--- src/rtl/core/ttd_pkg.sv ---
// ttd_pkg: shared types and register indexes for the touch tap/drag classifier.
// No dependencies; imported by every module of the block.
`default_nettype none

package ttd_pkg;

  localparam int unsigned RAW_W   = 12;  // raw signed touch coordinate
  localparam int unsigned OUT_C_W = 11;  // start point field
  localparam int unsigned OUT_D_W = 12;  // offset field
  localparam int unsigned TIME_W  = 32;
  localparam int unsigned CFG_IDX_W = 3;
  localparam int unsigned CFG_DAT_W = 16;

  typedef enum logic [CFG_IDX_W-1:0] {
    REG_X_LIMIT     = 3'd0,
    REG_Y_LIMIT     = 3'd1,
    REG_GESTURE_TMO = 3'd2,
    REG_DRAG_THRESH = 3'd3
  } cfg_reg_t;

  typedef enum logic [1:0] {
    EV_NONE = 2'd0,
    EV_TAP  = 2'd1,
    EV_DRAG = 2'd2
  } event_kind_t;

  typedef enum logic {
    REQ_SAMPLE = 1'b0,
    REQ_ACK    = 1'b1
  } req_type_t;

  typedef struct packed {
    logic                     req_type;
    logic signed [RAW_W-1:0]  sample_x;
    logic signed [RAW_W-1:0]  sample_y;
    logic [TIME_W-1:0]        time_ms;
  } in_item_t;

  typedef struct packed {
    event_kind_t               event_kind;
    logic                      sample_accepted;
    logic [OUT_C_W-1:0]        start_x;
    logic [OUT_C_W-1:0]        start_y;
    logic signed [OUT_D_W-1:0] drag_dx;
    logic signed [OUT_D_W-1:0] drag_dy;
  } out_item_t;

  typedef struct packed {
    logic [CFG_IDX_W-1:0] index;
    logic [CFG_DAT_W-1:0] data;
  } cfg_item_t;

  typedef struct packed {
    logic [11:0] x_limit;
    logic [11:0] y_limit;
    logic [15:0] gesture_timeout_ms;
    logic [11:0] drag_threshold;
  } cfg_t;

  // Flags of one snapshot handed from the state stage to the classify stage.
  typedef struct packed {
    logic valid;
    logic accepted;
    logic pending;
  } snap_ctl_t;

endpackage

`default_nettype wire

--- src/rtl/core/ttd_chan_if.sv ---
// ttd_chan_if: valid/ready channel carrying one payload item.
// Payload type is a parameter; used with the structs of ttd_pkg.
`default_nettype none

interface ttd_chan_if #(
  parameter type T = logic
);
  logic valid;
  logic ready;
  T     data;

  modport source (output valid, output data, input ready);
  modport sink   (input valid, input data, output ready);
endinterface

`default_nettype wire

--- src/rtl/core/touch_tap_drag_classifier_unit.sv ---
// touch_tap_drag_classifier_unit: top level of the touch tap/drag classifier.
// Depends on ttd_pkg, ttd_chan_if, ttd_cfg_regs, ttd_state, ttd_classify.
//
//  channel  | direction | payload     | handshake
//  ---------+-----------+-------------+-------------------------------
//  in_ch    | sink      | in_item_t   | valid & ready, one item per edge
//  out_ch   | source    | out_item_t  | valid & ready, one item per edge
//  cfg_ch   | sink      | cfg_item_t  | valid & ready, ready always high
//
// Two register stages: gesture state plus snapshot, then classify into the
// result register. One item is accepted every cycle while out_ch does not stall.
// The squared-distance multipliers in ttd_classify set the critical path.
// A stalled result holds the result register; the snapshot stage keeps
// taking one more item, then in_ch.ready drops until out_ch takes the result.
// rst_n is synchronous: config returns to its defaults, gesture state clears.
`default_nettype none

module touch_tap_drag_classifier_unit
  import ttd_pkg::*;
#(
  parameter int unsigned COORD_BITS = 11
)(
  input  wire logic clk,
  input  wire logic rst_n,
  ttd_chan_if.sink   in_ch,
  ttd_chan_if.source out_ch,
  ttd_chan_if.sink   cfg_ch
);

  cfg_t                  cfg;
  snap_ctl_t             snap_ctl;
  logic                  snap_take;
  logic [COORD_BITS-1:0] snap_sx, snap_sy, snap_ex, snap_ey;
  logic                  in_rdy;
  logic                  out_vld;
  out_item_t             out_item;

  assign cfg_ch.ready = 1'b1;

  ttd_cfg_regs u_cfg (
    .clk     (clk),
    .rst_n   (rst_n),
    .wr_en   (cfg_ch.valid),
    .wr_item (cfg_ch.data),
    .cfg     (cfg)
  );

  ttd_state #(.COORD_BITS(COORD_BITS)) u_state (
    .clk       (clk),
    .rst_n     (rst_n),
    .cfg       (cfg),
    .in_valid  (in_ch.valid),
    .in_item   (in_ch.data),
    .in_ready  (in_rdy),
    .snap_take (snap_take),
    .snap_ctl  (snap_ctl),
    .snap_sx   (snap_sx),
    .snap_sy   (snap_sy),
    .snap_ex   (snap_ex),
    .snap_ey   (snap_ey)
  );

  ttd_classify #(.COORD_BITS(COORD_BITS)) u_classify (
    .clk       (clk),
    .rst_n     (rst_n),
    .cfg       (cfg),
    .snap_ctl  (snap_ctl),
    .snap_sx   (snap_sx),
    .snap_sy   (snap_sy),
    .snap_ex   (snap_ex),
    .snap_ey   (snap_ey),
    .snap_take (snap_take),
    .out_valid (out_vld),
    .out_ready (out_ch.ready),
    .out_item  (out_item)
  );

  assign in_ch.ready  = in_rdy;
  assign out_ch.valid = out_vld;
  assign out_ch.data  = out_item;

endmodule

`default_nettype wire

--- src/rtl/core/ttd_cfg_regs.sv ---
// ttd_cfg_regs: configuration register file of the classifier.
// Depends on ttd_pkg; written through the cfg channel, always ready.
`default_nettype none

module ttd_cfg_regs
  import ttd_pkg::*;
(
  input  wire logic clk,
  input  wire logic rst_n,
  input  wire logic wr_en,
  input  cfg_item_t wr_item,
  output cfg_t      cfg
);

  cfg_t cfg_r, cfg_nxt;

  always_comb begin
    cfg_nxt = cfg_r;
    if (wr_en) begin
      case (wr_item.index)
        REG_X_LIMIT:     cfg_nxt.x_limit            = wr_item.data[11:0];
        REG_Y_LIMIT:     cfg_nxt.y_limit            = wr_item.data[11:0];
        REG_GESTURE_TMO: cfg_nxt.gesture_timeout_ms = wr_item.data;
        REG_DRAG_THRESH: cfg_nxt.drag_threshold     = wr_item.data[11:0];
        default: ;
      endcase
    end
  end

  always_ff @(posedge clk) begin
    if (!rst_n) begin
      cfg_r.x_limit            <= 12'd320;
      cfg_r.y_limit            <= 12'd240;
      cfg_r.gesture_timeout_ms <= 16'd50;
      cfg_r.drag_threshold     <= 12'd10;
    end else begin
      cfg_r <= cfg_nxt;
    end
  end

  assign cfg = cfg_r;

endmodule

`default_nettype wire

--- src/rtl/core/ttd_state.sv ---
// ttd_state: gesture state update and snapshot register (first stage).
// Depends on ttd_pkg. Feeds ttd_classify with the post-update gesture points.
`default_nettype none

module ttd_state
  import ttd_pkg::*;
#(
  parameter int unsigned COORD_BITS = 11
)(
  input  wire logic                  clk,
  input  wire logic                  rst_n,
  input  cfg_t                       cfg,
  input  wire logic                  in_valid,
  input  in_item_t                   in_item,
  output logic                       in_ready,
  input  wire logic                  snap_take,
  output snap_ctl_t                  snap_ctl,
  output logic [COORD_BITS-1:0]      snap_sx,
  output logic [COORD_BITS-1:0]      snap_sy,
  output logic [COORD_BITS-1:0]      snap_ex,
  output logic [COORD_BITS-1:0]      snap_ey
);

  // architectural gesture state
  logic [COORD_BITS-1:0] start_x_r, start_x_nxt;
  logic [COORD_BITS-1:0] start_y_r, start_y_nxt;
  logic [COORD_BITS-1:0] end_x_r, end_x_nxt;
  logic [COORD_BITS-1:0] end_y_r, end_y_nxt;
  logic [TIME_W-1:0]     last_time_r, last_time_nxt;
  logic                  pending_r, pending_nxt;

  // snapshot stage
  logic                  sv_r, sv_nxt;
  logic                  s_acc_r, s_pend_r;
  logic [COORD_BITS-1:0] s_sx_r, s_sy_r, s_ex_r, s_ey_r;

  logic                  in_fire;
  logic                  is_ack;
  logic                  in_bounds;
  logic [COORD_BITS-1:0] ux, uy;
  logic [TIME_W-1:0]     gap;
  logic                  new_gesture;

  assign in_ready = !sv_r || snap_take;
  assign in_fire  = in_valid && in_ready;
  assign is_ack   = (in_item.req_type == REQ_ACK);

  // sign bit clear means a reading; compare the magnitude against the bounds
  assign in_bounds = !in_item.sample_x[RAW_W-1] && !in_item.sample_y[RAW_W-1] &&
                     ({1'b0, in_item.sample_x[RAW_W-2:0]} < cfg.x_limit) &&
                     ({1'b0, in_item.sample_y[RAW_W-2:0]} < cfg.y_limit);

  assign ux = COORD_BITS'(in_item.sample_x[RAW_W-2:0]);
  assign uy = COORD_BITS'(in_item.sample_y[RAW_W-2:0]);

  assign gap         = in_item.time_ms - last_time_r;   // wraps mod 2^32
  assign new_gesture = gap >= TIME_W'(cfg.gesture_timeout_ms);

  always_comb begin
    start_x_nxt   = start_x_r;
    start_y_nxt   = start_y_r;
    end_x_nxt     = end_x_r;
    end_y_nxt     = end_y_r;
    last_time_nxt = last_time_r;
    pending_nxt   = pending_r;
    if (in_fire && !is_ack && in_bounds) begin
      pending_nxt   = 1'b1;
      end_x_nxt     = ux;
      end_y_nxt     = uy;
      last_time_nxt = in_item.time_ms;
      if (new_gesture) begin
        start_x_nxt = ux;
        start_y_nxt = uy;
      end
    end
  end

  always_comb begin
    sv_nxt = sv_r;
    if (in_fire) begin
      sv_nxt = 1'b1;
    end else if (snap_take) begin
      sv_nxt = 1'b0;
    end
  end

  always_ff @(posedge clk) begin
    if (!rst_n) begin
      start_x_r   <= '0;
      start_y_r   <= '0;
      end_x_r     <= '0;
      end_y_r     <= '0;
      last_time_r <= '0;
      pending_r   <= 1'b0;
      sv_r        <= 1'b0;
    end else begin
      start_x_r   <= start_x_nxt;
      start_y_r   <= start_y_nxt;
      end_x_r     <= end_x_nxt;
      end_y_r     <= end_y_nxt;
      last_time_r <= last_time_nxt;
      // an ack reports the event first, then clears it
      pending_r   <= (in_fire && is_ack) ? 1'b0 : pending_nxt;
      sv_r        <= sv_nxt;
    end
  end

  // snapshot payload: post-update state for a sample, current state for an ack
  always_ff @(posedge clk) begin
    if (in_fire) begin
      s_acc_r  <= !is_ack && in_bounds;
      s_pend_r <= pending_nxt;
      s_sx_r   <= start_x_nxt;
      s_sy_r   <= start_y_nxt;
      s_ex_r   <= end_x_nxt;
      s_ey_r   <= end_y_nxt;
    end
  end

  assign snap_ctl.valid    = sv_r;
  assign snap_ctl.accepted = s_acc_r;
  assign snap_ctl.pending  = s_pend_r;
  assign snap_sx = s_sx_r;
  assign snap_sy = s_sy_r;
  assign snap_ex = s_ex_r;
  assign snap_ey = s_ey_r;

endmodule

`default_nettype wire

--- src/rtl/core/ttd_classify.sv ---
// ttd_classify: offset, squared distance and tap/drag decision (second stage).
// Depends on ttd_pkg; drives the result register of the block.
`default_nettype none

module ttd_classify
  import ttd_pkg::*;
#(
  parameter int unsigned COORD_BITS = 11
)(
  input  wire logic             clk,
  input  wire logic             rst_n,
  input  cfg_t                  cfg,
  input  snap_ctl_t             snap_ctl,
  input  wire logic [COORD_BITS-1:0] snap_sx,
  input  wire logic [COORD_BITS-1:0] snap_sy,
  input  wire logic [COORD_BITS-1:0] snap_ex,
  input  wire logic [COORD_BITS-1:0] snap_ey,
  output logic                  snap_take,
  output logic                  out_valid,
  input  wire logic             out_ready,
  output out_item_t             out_item
);

  localparam int unsigned DXW = COORD_BITS + 1;
  localparam int unsigned SQW = 2 * DXW;
  localparam int unsigned CMPW = (SQW + 1 > 24) ? SQW + 1 : 24;

  logic signed [DXW-1:0] dx, dy;
  logic signed [31:0]    dx_ext, dy_ext;
  logic [SQW-1:0]        dx2, dy2;
  logic [SQW:0]          d2;
  logic [23:0]           t2;
  event_kind_t           kind;

  logic      ov_r, ov_nxt;
  out_item_t res_r, res_nxt;

  assign dx = signed'({1'b0, snap_ex}) - signed'({1'b0, snap_sx});
  assign dy = signed'({1'b0, snap_ey}) - signed'({1'b0, snap_sy});
  assign dx_ext = 32'(dx);
  assign dy_ext = 32'(dy);

  // widen before squaring so the full product is kept
  assign dx2 = unsigned'(SQW'(dx) * SQW'(dx));
  assign dy2 = unsigned'(SQW'(dy) * SQW'(dy));
  assign d2  = {1'b0, dx2} + {1'b0, dy2};
  assign t2  = 24'(cfg.drag_threshold) * 24'(cfg.drag_threshold);

  always_comb begin
    if (!snap_ctl.pending) begin
      kind = EV_NONE;
    end else if (CMPW'(d2) >= CMPW'(t2)) begin
      kind = EV_DRAG;
    end else begin
      kind = EV_TAP;
    end
  end

  assign snap_take = !ov_r || out_ready;

  always_comb begin
    res_nxt.event_kind      = kind;
    res_nxt.sample_accepted = snap_ctl.accepted;
    res_nxt.start_x         = OUT_C_W'(32'(snap_sx));
    res_nxt.start_y         = OUT_C_W'(32'(snap_sy));
    res_nxt.drag_dx         = dx_ext[OUT_D_W-1:0];
    res_nxt.drag_dy         = dy_ext[OUT_D_W-1:0];
    ov_nxt = ov_r;
    if (snap_take) begin
      ov_nxt = snap_ctl.valid;
    end
  end

  always_ff @(posedge clk) begin
    if (!rst_n) begin
      ov_r <= 1'b0;
    end else begin
      ov_r <= ov_nxt;
    end
  end

  always_ff @(posedge clk) begin
    if (snap_take && snap_ctl.valid) begin
      res_r <= res_nxt;
    end
  end

  assign out_valid = ov_r;
  assign out_item  = res_r;

endmodule

`default_nettype wire

--- src/flat_wrapper.sv ---
// flat-port wrapper written by rule: the top's interface ports become plain ports
module touch_tap_drag_classifier_unit_flat import ttd_pkg::*;
#(
  parameter int unsigned COORD_BITS = 11
)
  (clk, rst_n, in_ch_valid, in_ch_data, in_ch_ready, out_ch_valid, out_ch_data, out_ch_ready, cfg_ch_valid, cfg_ch_data, cfg_ch_ready);
  ttd_chan_if #(.T(in_item_t)) in_ch_i ();
  ttd_chan_if #(.T(out_item_t)) out_ch_i ();
  ttd_chan_if #(.T(cfg_item_t)) cfg_ch_i ();
  input  wire logic clk;
  input  wire logic rst_n;
  input wire logic [$bits(in_ch_i.valid)-1:0] in_ch_valid;
  input wire logic [$bits(in_ch_i.data)-1:0] in_ch_data;
  output wire logic [$bits(in_ch_i.ready)-1:0] in_ch_ready;
  output wire logic [$bits(out_ch_i.valid)-1:0] out_ch_valid;
  output wire logic [$bits(out_ch_i.data)-1:0] out_ch_data;
  input wire logic [$bits(out_ch_i.ready)-1:0] out_ch_ready;
  input wire logic [$bits(cfg_ch_i.valid)-1:0] cfg_ch_valid;
  input wire logic [$bits(cfg_ch_i.data)-1:0] cfg_ch_data;
  output wire logic [$bits(cfg_ch_i.ready)-1:0] cfg_ch_ready;
  assign in_ch_i.valid = in_ch_valid;
  assign in_ch_i.data = in_ch_data;
  assign in_ch_ready = in_ch_i.ready;
  assign out_ch_valid = out_ch_i.valid;
  assign out_ch_data = out_ch_i.data;
  assign out_ch_i.ready = out_ch_ready;
  assign cfg_ch_i.valid = cfg_ch_valid;
  assign cfg_ch_i.data = cfg_ch_data;
  assign cfg_ch_ready = cfg_ch_i.ready;
  touch_tap_drag_classifier_unit #(.COORD_BITS(COORD_BITS)) u_core (.clk(clk), .rst_n(rst_n), .in_ch(in_ch_i), .out_ch(out_ch_i), .cfg_ch(cfg_ch_i));
endmodule
--- config.mk ---
export PLATFORM = sky130hd
export DESIGN_NAME = touch_tap_drag_classifier_unit_flat
export DESIGN_NICKNAME = d
export VERILOG_FILES = /design/src/rtl/core/ttd_pkg.sv /design/src/rtl/core/ttd_chan_if.sv /design/src/rtl/core/touch_tap_drag_classifier_unit.sv /design/src/rtl/core/ttd_cfg_regs.sv /design/src/rtl/core/ttd_state.sv /design/src/rtl/core/ttd_classify.sv /design/src/flat_wrapper.sv
export SDC_FILE = /design/constraint.sdc
export NUM_CORES = 1
export LEC_CHECK = 0
export BUFFER_PORTS_ARGS = -buffer_cell sky130_fd_sc_hd__buf_2
export CORE_ASPECT_RATIO = 0.5
export CORE_MARGIN = 2
export CORE_UTILIZATION = 55
export DETAILED_ROUTE_END_ITERATION = 16
export HOLD_SLACK_MARGIN = 0.05
export PLACE_DENSITY = 0.83
export SYNTH_ARGS = -nofsm -noshare
export SYNTH_HDL_FRONTEND = slang
export SYNTH_SLANG_ARGS = --single-unit
--- constraint.sdc ---
create_clock -name clk -period 12 [get_ports clk]
set_input_delay 0.6 -clock clk [delete_from_list [all_inputs] [get_ports clk]]
set_output_delay 0.6 -clock clk [all_outputs]
set_load 0.02 [all_outputs]
* Word level (Yosys, flattened, before mapping) *
Index checks and enable logic that the tools add are counted.

operators by class
  add/subtract/negate cells = 4
  $mul = 3
  $lt $le $gt $ge = 4
  equality and inequality tests = 3
  muxes and demuxes = 10
  bitwise gates (word level) = 1
  reduce and logical (&&, ||, !) cells = 23

operators by type and width
  operator                                                         count
  12-bit by 12-bit multiplier with 24-bit output                   3
  11-bit two-way mux                                               6
  32-bit by 16-bit greater-or-equal comparator with 1-bit output   1
  32-bit subtractor                                                1
  24-bit by 24-bit adder with 25-bit output                        1
  25-bit by 24-bit greater-or-equal comparator with 1-bit output   1
  11-bit by 12-bit less-than comparator with 1-bit output          2
  11-bit by 11-bit subtractor with 12-bit output                   2
  1-bit logical AND                                                9
  2-bit AND reduction                                              4
  3-bit by 2-bit == test with 1-bit output, second input constant  2
  1-bit zero test                                                  5
  3-bit by 1-bit == test with 1-bit output, second input constant  1
  3-bit zero test                                                  1
  1-bit two-way mux                                                3
  1-bit logical OR                                                 2
  2-bit two-way mux                                                1
  2-bit nonzero test                                               1
  2-bit OR reduction                                               1
  1-bit inverter                                                   1

word-level totals
  register bits after elaboration = 226
  input port bits = 81
  output and inout port bits = 52
  word-level logic and storage cells = 72

* Depth between registers and ports, before layout *
  word-level depth = 7
  mapped depth = 50
  gate-level depth less buffers = 49

* Cells and area by module *
From an unflattened synthesis, not the netlist that was laid out.

second synthesis, totals
  cell total of the unflattened synthesis = 3055
  area, all modules = 27644.0 µm²

modules (own cells, without submodules)
  module                          instances  cells each  area an instance (µm²)  seq. area each (µm²)
  ttd_classify                    1          1856        17231.5                 1491.4
  ttd_state                       1          999         8380.5                  2942.8
  ttd_cfg_regs                    1          198         2020.7                  1041.0
  touch_tap_drag_classifier_unit  1          2           11.3                    0.0

* Least setup slack after synthesis *
Ideal clock, no wire load.

  path type = register -> register
  from = register u_core.u_state.s_sy_r[0] (netlist: u_core.u_state.snap_sy[0])
  to = register u_core.u_classify.res_r, in the netlist u_core.u_classify.out_item[48], data pin
  setup time = 0.255 ns
  arrival = 10.168 ns
  required time = 11.745 ns
  path slack = 1.578 ns
  stages on the path, launching flop included = 48
  path buffers = 2
  clock period less this slack = 10.422 ns
  cell sequence = edfxtp_1 ha_1 fa_1 nor2b_1 o21ai_0 a21boi_0 o21ai_0 a21boi_0 o21ai_0 a21boi_0 mux2_2 or2_2 clkbuf_1 inv_1 clkbuf_1 nor2_1 fa_1 fa_1 (+12 left out) a21oi_1 xnor2_1 ha_1 and3_1 and3_1 nand3_1 nand4b_1 a21o_1 a21oi_1 xnor2_1 ha_1 nand4b_1 nor3_1 a211oi_1 and3_1 o221ai_1 a22o_1 and2_1

between the ends
  longest elaborated chain between the ends = 5

RTL lines
  element                                                         RTL line            RTL
  start, declared                                                 ttd_state.sv:35     logic [COORD_BITS-1:0] s_sx_r, s_sy_r, s_ex_r, s_ey_r;
  start signal, assigned                                          ttd_state.sv:114    s_sy_r <= start_y_nxt;
  11-bit by 11-bit subtractor with 12-bit output                  ttd_classify.sv:39  assign dy = signed'({1'b0, snap_ey}) - signed'({1'b0, snap_sy});
  named net u_core.u_classify.dy[10]                              ttd_classify.sv:28  logic signed [DXW-1:0] dx, dy;
  12-bit by 12-bit multiplier with 24-bit output                  ttd_classify.sv:45  assign dy2 = unsigned'(SQW'(dy) * SQW'(dy));
  24-bit by 24-bit adder with 25-bit output                       ttd_classify.sv:46  assign d2 = {1'b0, dx2} + {1'b0, dy2};
  25-bit by 24-bit greater-or-equal comparator with 1-bit output  ttd_classify.sv:52  end else if (CMPW'(d2) >= CMPW'(t2)) begin
  2-bit two-way mux                                               ttd_classify.sv:52
  end signal, assigned                                            ttd_classify.sv:84  res_r <= res_nxt;
  end, declared                                                   ttd_classify.sv:36  out_item_t res_r, res_nxt;

The timed path passes the listed nets, and every way through them passes these cells.
A chain may end at the register's enable or synchronous reset.

* Final worst setup path *
  from = register u_core.u_state.s_sy_r[0] (netlist: u_core.u_state.snap_sy[0])
  to = register u_core.u_classify.res_r, in the netlist u_core.u_classify.out_item[48], data pin

between the ends
  longest elaborated chain between the ends = 5

RTL lines
  element                                                         RTL line
  11-bit by 11-bit subtractor with 12-bit output                  ttd_classify.sv:39
  12-bit by 12-bit multiplier with 24-bit output                  ttd_classify.sv:45
  24-bit by 24-bit adder with 25-bit output                       ttd_classify.sv:46
  25-bit by 24-bit greater-or-equal comparator with 1-bit output  ttd_classify.sv:52
  2-bit two-way mux                                               ttd_classify.sv:52

Every way passes these cells.

==> metrics.txt <==
DR DRC count 0; slowest stage cell, crit path fa_1; Crit Path Class reg -> reg; CTS Buf Count 23; YS warnings 0; RSZ-0062 raised after global routing no; Final Util 60.0%; status completed; via count 21,100; initial drt markers 1,554; Clock Skew 0.0150 ns; CTS Hold Bufs 0; Post-CTS Setup Bufs 0; pins over their slew limit 0; Main synth FF type dfxtp_1; Layout fillers 4,063; Rows 57; CTS sink cnt 226; final setup violation count 0; Worst Hold Class in -> reg; Routed WL 64,500 µm; Synth top cells by count inv_1, nand2_1, fa_1, ha_1, nor2_1; post-synth cell types 77; Achievable Freq approximately 0.09 GHz; CTS tree built; Core Region just under 50,000 µm²; first-pass GRT wire length 107,000 µm; maximum fanout along the worst path 11; critical path arrival around 11 ns; fin crit share 93.0%; Hold Fails Final Rpt 0; startpoint type of the worst setup path flip-flop; Syn Std Cell Area around 27,000 µm²; vias in the first global route ~22,000; Die Area ~51,000 µm²; placed wire-length estimate 51,300 µm; Async S/R FF share, synth 0%; top cells by area, synth fa_1, ha_1, edfxtp_1, dfxtp_1, inv_1; setup ws final 0.845 ns; gr usage total between 20 and 30%; Net count, final 3,887; wire length per cell 16.7 µm; post-synth net total 3,800; via/cell ratio between 5 and 6; Synth Area per Inst 8.78 µm²; Post-Synthesis Cells approximately 3,000; port bufs 131; num ports about 130; most used cell along the critical path fa_1; worst r2r src u_core.u_state.snap_sy[0]$_DFFE_PP_; Yosys top cell by area fa_1; slew of the pin with the lowest slew margin 1.15 ns; CTS root buffer clkbuf_16; Final min period 11.15 ns; share of layout cells above drive strength 1 around 7.1%; Bufs on Longest Clock Path 3; ANT nets after route 0; Hold Slack 0.291 ns; CP peak stage delay between 0.5 and 0.6 ns; global placement routability congestion 0.938; largest net degree at the start of global routing roughly 130; Area growth, synth to finish 7.61%; CTS H-tree lvls 1; die width approximately 320 µm; Skew-Pair Late Insertion Delay 0.57 ns; Slew headroom 23.0%; Critical Path Start u_core.u_state.snap_sy[0]$_DFFE_PP_; initial antenna violation count 11; Post-synth EDFFs 95; synthesized flop and latch total roughly 230; Max Cap Viol 0; Seq/Total Area, Yosys 20.2%; grt ovf 0; top-area cell type share of the netlist area 24.3%; Vert. Die Dim 161 µm; worst hold start in_ch_data[2]; clk slew on worst S/H paths 0.08 ns; DP Worst Slack 0.841 ns; most common cell in the synthesized netlist inv_1; critical path endpoint category flip-flop; WP data required about 12 ns; TritonRoute pass-1 iters 6; setup TNS 0 ns; Initial Util 55.8%
final timing paths:
path | endpoint | slack, ns | cells after the start
worst max-delay path | u_core.u_classify.out_item[48]$_SDFFCE_PN0P_ | 0.85 | 45
worst min-delay path | u_core.u_state.last_time_r[2]$_SDFFE_PN0P_ | 0.29 | 3
worst max register to register | u_core.u_classify.out_item[48]$_SDFFCE_PN0P_ | 0.85 | 45
worst min register to register | u_core.u_classify.out_item[46]$_DFFE_PP_ | 0.43 | 0
area by class of cell:
| class | count | area, µm² | area share (%) |
|---|---|---|---|
| Multi-Input combinational cell | 2171 | 19100 | 65.3 |
| Sequential cell | 226 | 5480 | 18.8 |
| Inverter | 602 | 2260 | 7.74 |
| Timing Repair Buffer | 153 | 823 | 2.82 |
| Tap cell | 649 | 812 | 2.78 |
| Clock buffer | 26 | 587 | 2.01 |
| Clock inverter | 16 | 145 | 0.497 |
| Antenna cell | 11 | 27.5 | 0.0943 |
layout by cell type, fill, tap and decap left out, drive strengths merged, types with 12 or more instances in the layout:
master  count
nor2b      23
or3        17
nor3       51
nand3      35
and3       14
nand2     414
a21o       35
nand2b     14
or2        12
clkinv     16
nor2      214
a22oi      25
o21bai     20
buf       153
nand4      14
dfxtp     131
o211ai     19
fa        329
xnor2      92
ha        300
edfxtp     95
xor2       33
mux2i      22
o21ai      75
and2       58
clkbuf     26
a211oi     12
a21boi    128
inv       598
a21oi     111
registers in the layout (all words and copies together), names as in the netlist:
| signal | cells |
|---|---|
| u_core.u_state.end_y_r | 11 |
| u_core.u_state.start_y_r | 11 |
| u_core.u_state.last_time_r | 32 |
| u_core.u_state.pending_r | 1 |
| u_core.u_state.s_acc_r | 1 |
| u_core.u_classify.out_item | 49 |
| u_core.u_state.snap_ey | 11 |
| u_core.u_state.snap_sy | 11 |
| u_core.u_state.snap_ex | 11 |
| u_core.u_cfg.cfg | 52 |
| u_core.u_state.end_x_r | 11 |
| u_core.u_state.s_pend_r | 1 |
| u_core.u_state.sv_r | 1 |
| u_core.u_classify.out_valid | 1 |
| u_core.u_state.start_x_r | 11 |
| u_core.u_state.snap_sx | 11 |
stage by stage:
step	instance area, µm²	cells
final	29200	3854
after global routing	29200	3854
after CTS	29200	3843
after global placement	28400	3801
after detailed placement	28400	3801
after floorplan	27100	3090
layer usage:
metal	vias up	share of wire (%)	track usage, %
li1	10100	-	-
met1	10200	42	33.5
met2	663	48	43.2
met3	151	6.3	4.00
met4	0	3.7	9.67
met5	-	0	0
cell families (layout without fill, tap and decap cells):
group	count (synthesis)	in the layout	share of synthesized area (%)
compound gates	495	495	12.4
xor+xnor	125	125	4.03
fa+ha+maj	629	629	38.1
buf+inv	693	797	9.67
flops	226	226	20.2
mux	28	28	1.06
other cells	1	12	0.0138
simple gates	893	893	14.6
worst max-delay path, delay by kind of cell (launching register included):
family                   cells  cell delay (ns)
flip-flops                   1             0.39
AO/OA/AOI/OAI               16             3.47
buffers and inverters        5             0.55
multiplexers                 1             0.37
adder cells (fa/ha/maj)     10             3.98
XOR/XNOR                     2             0.29
AND/OR/NAND/NOR             11             1.88
timing repair:
action | CTS | global route
resized for setup | 0 | 2
setup endpoints to repair | 0 | 1
hold endpoints to repair | 0 | 0
Power is not shown: default switching activity piles up to over one toggle a cycle in this logic, so the estimate is an artifact.
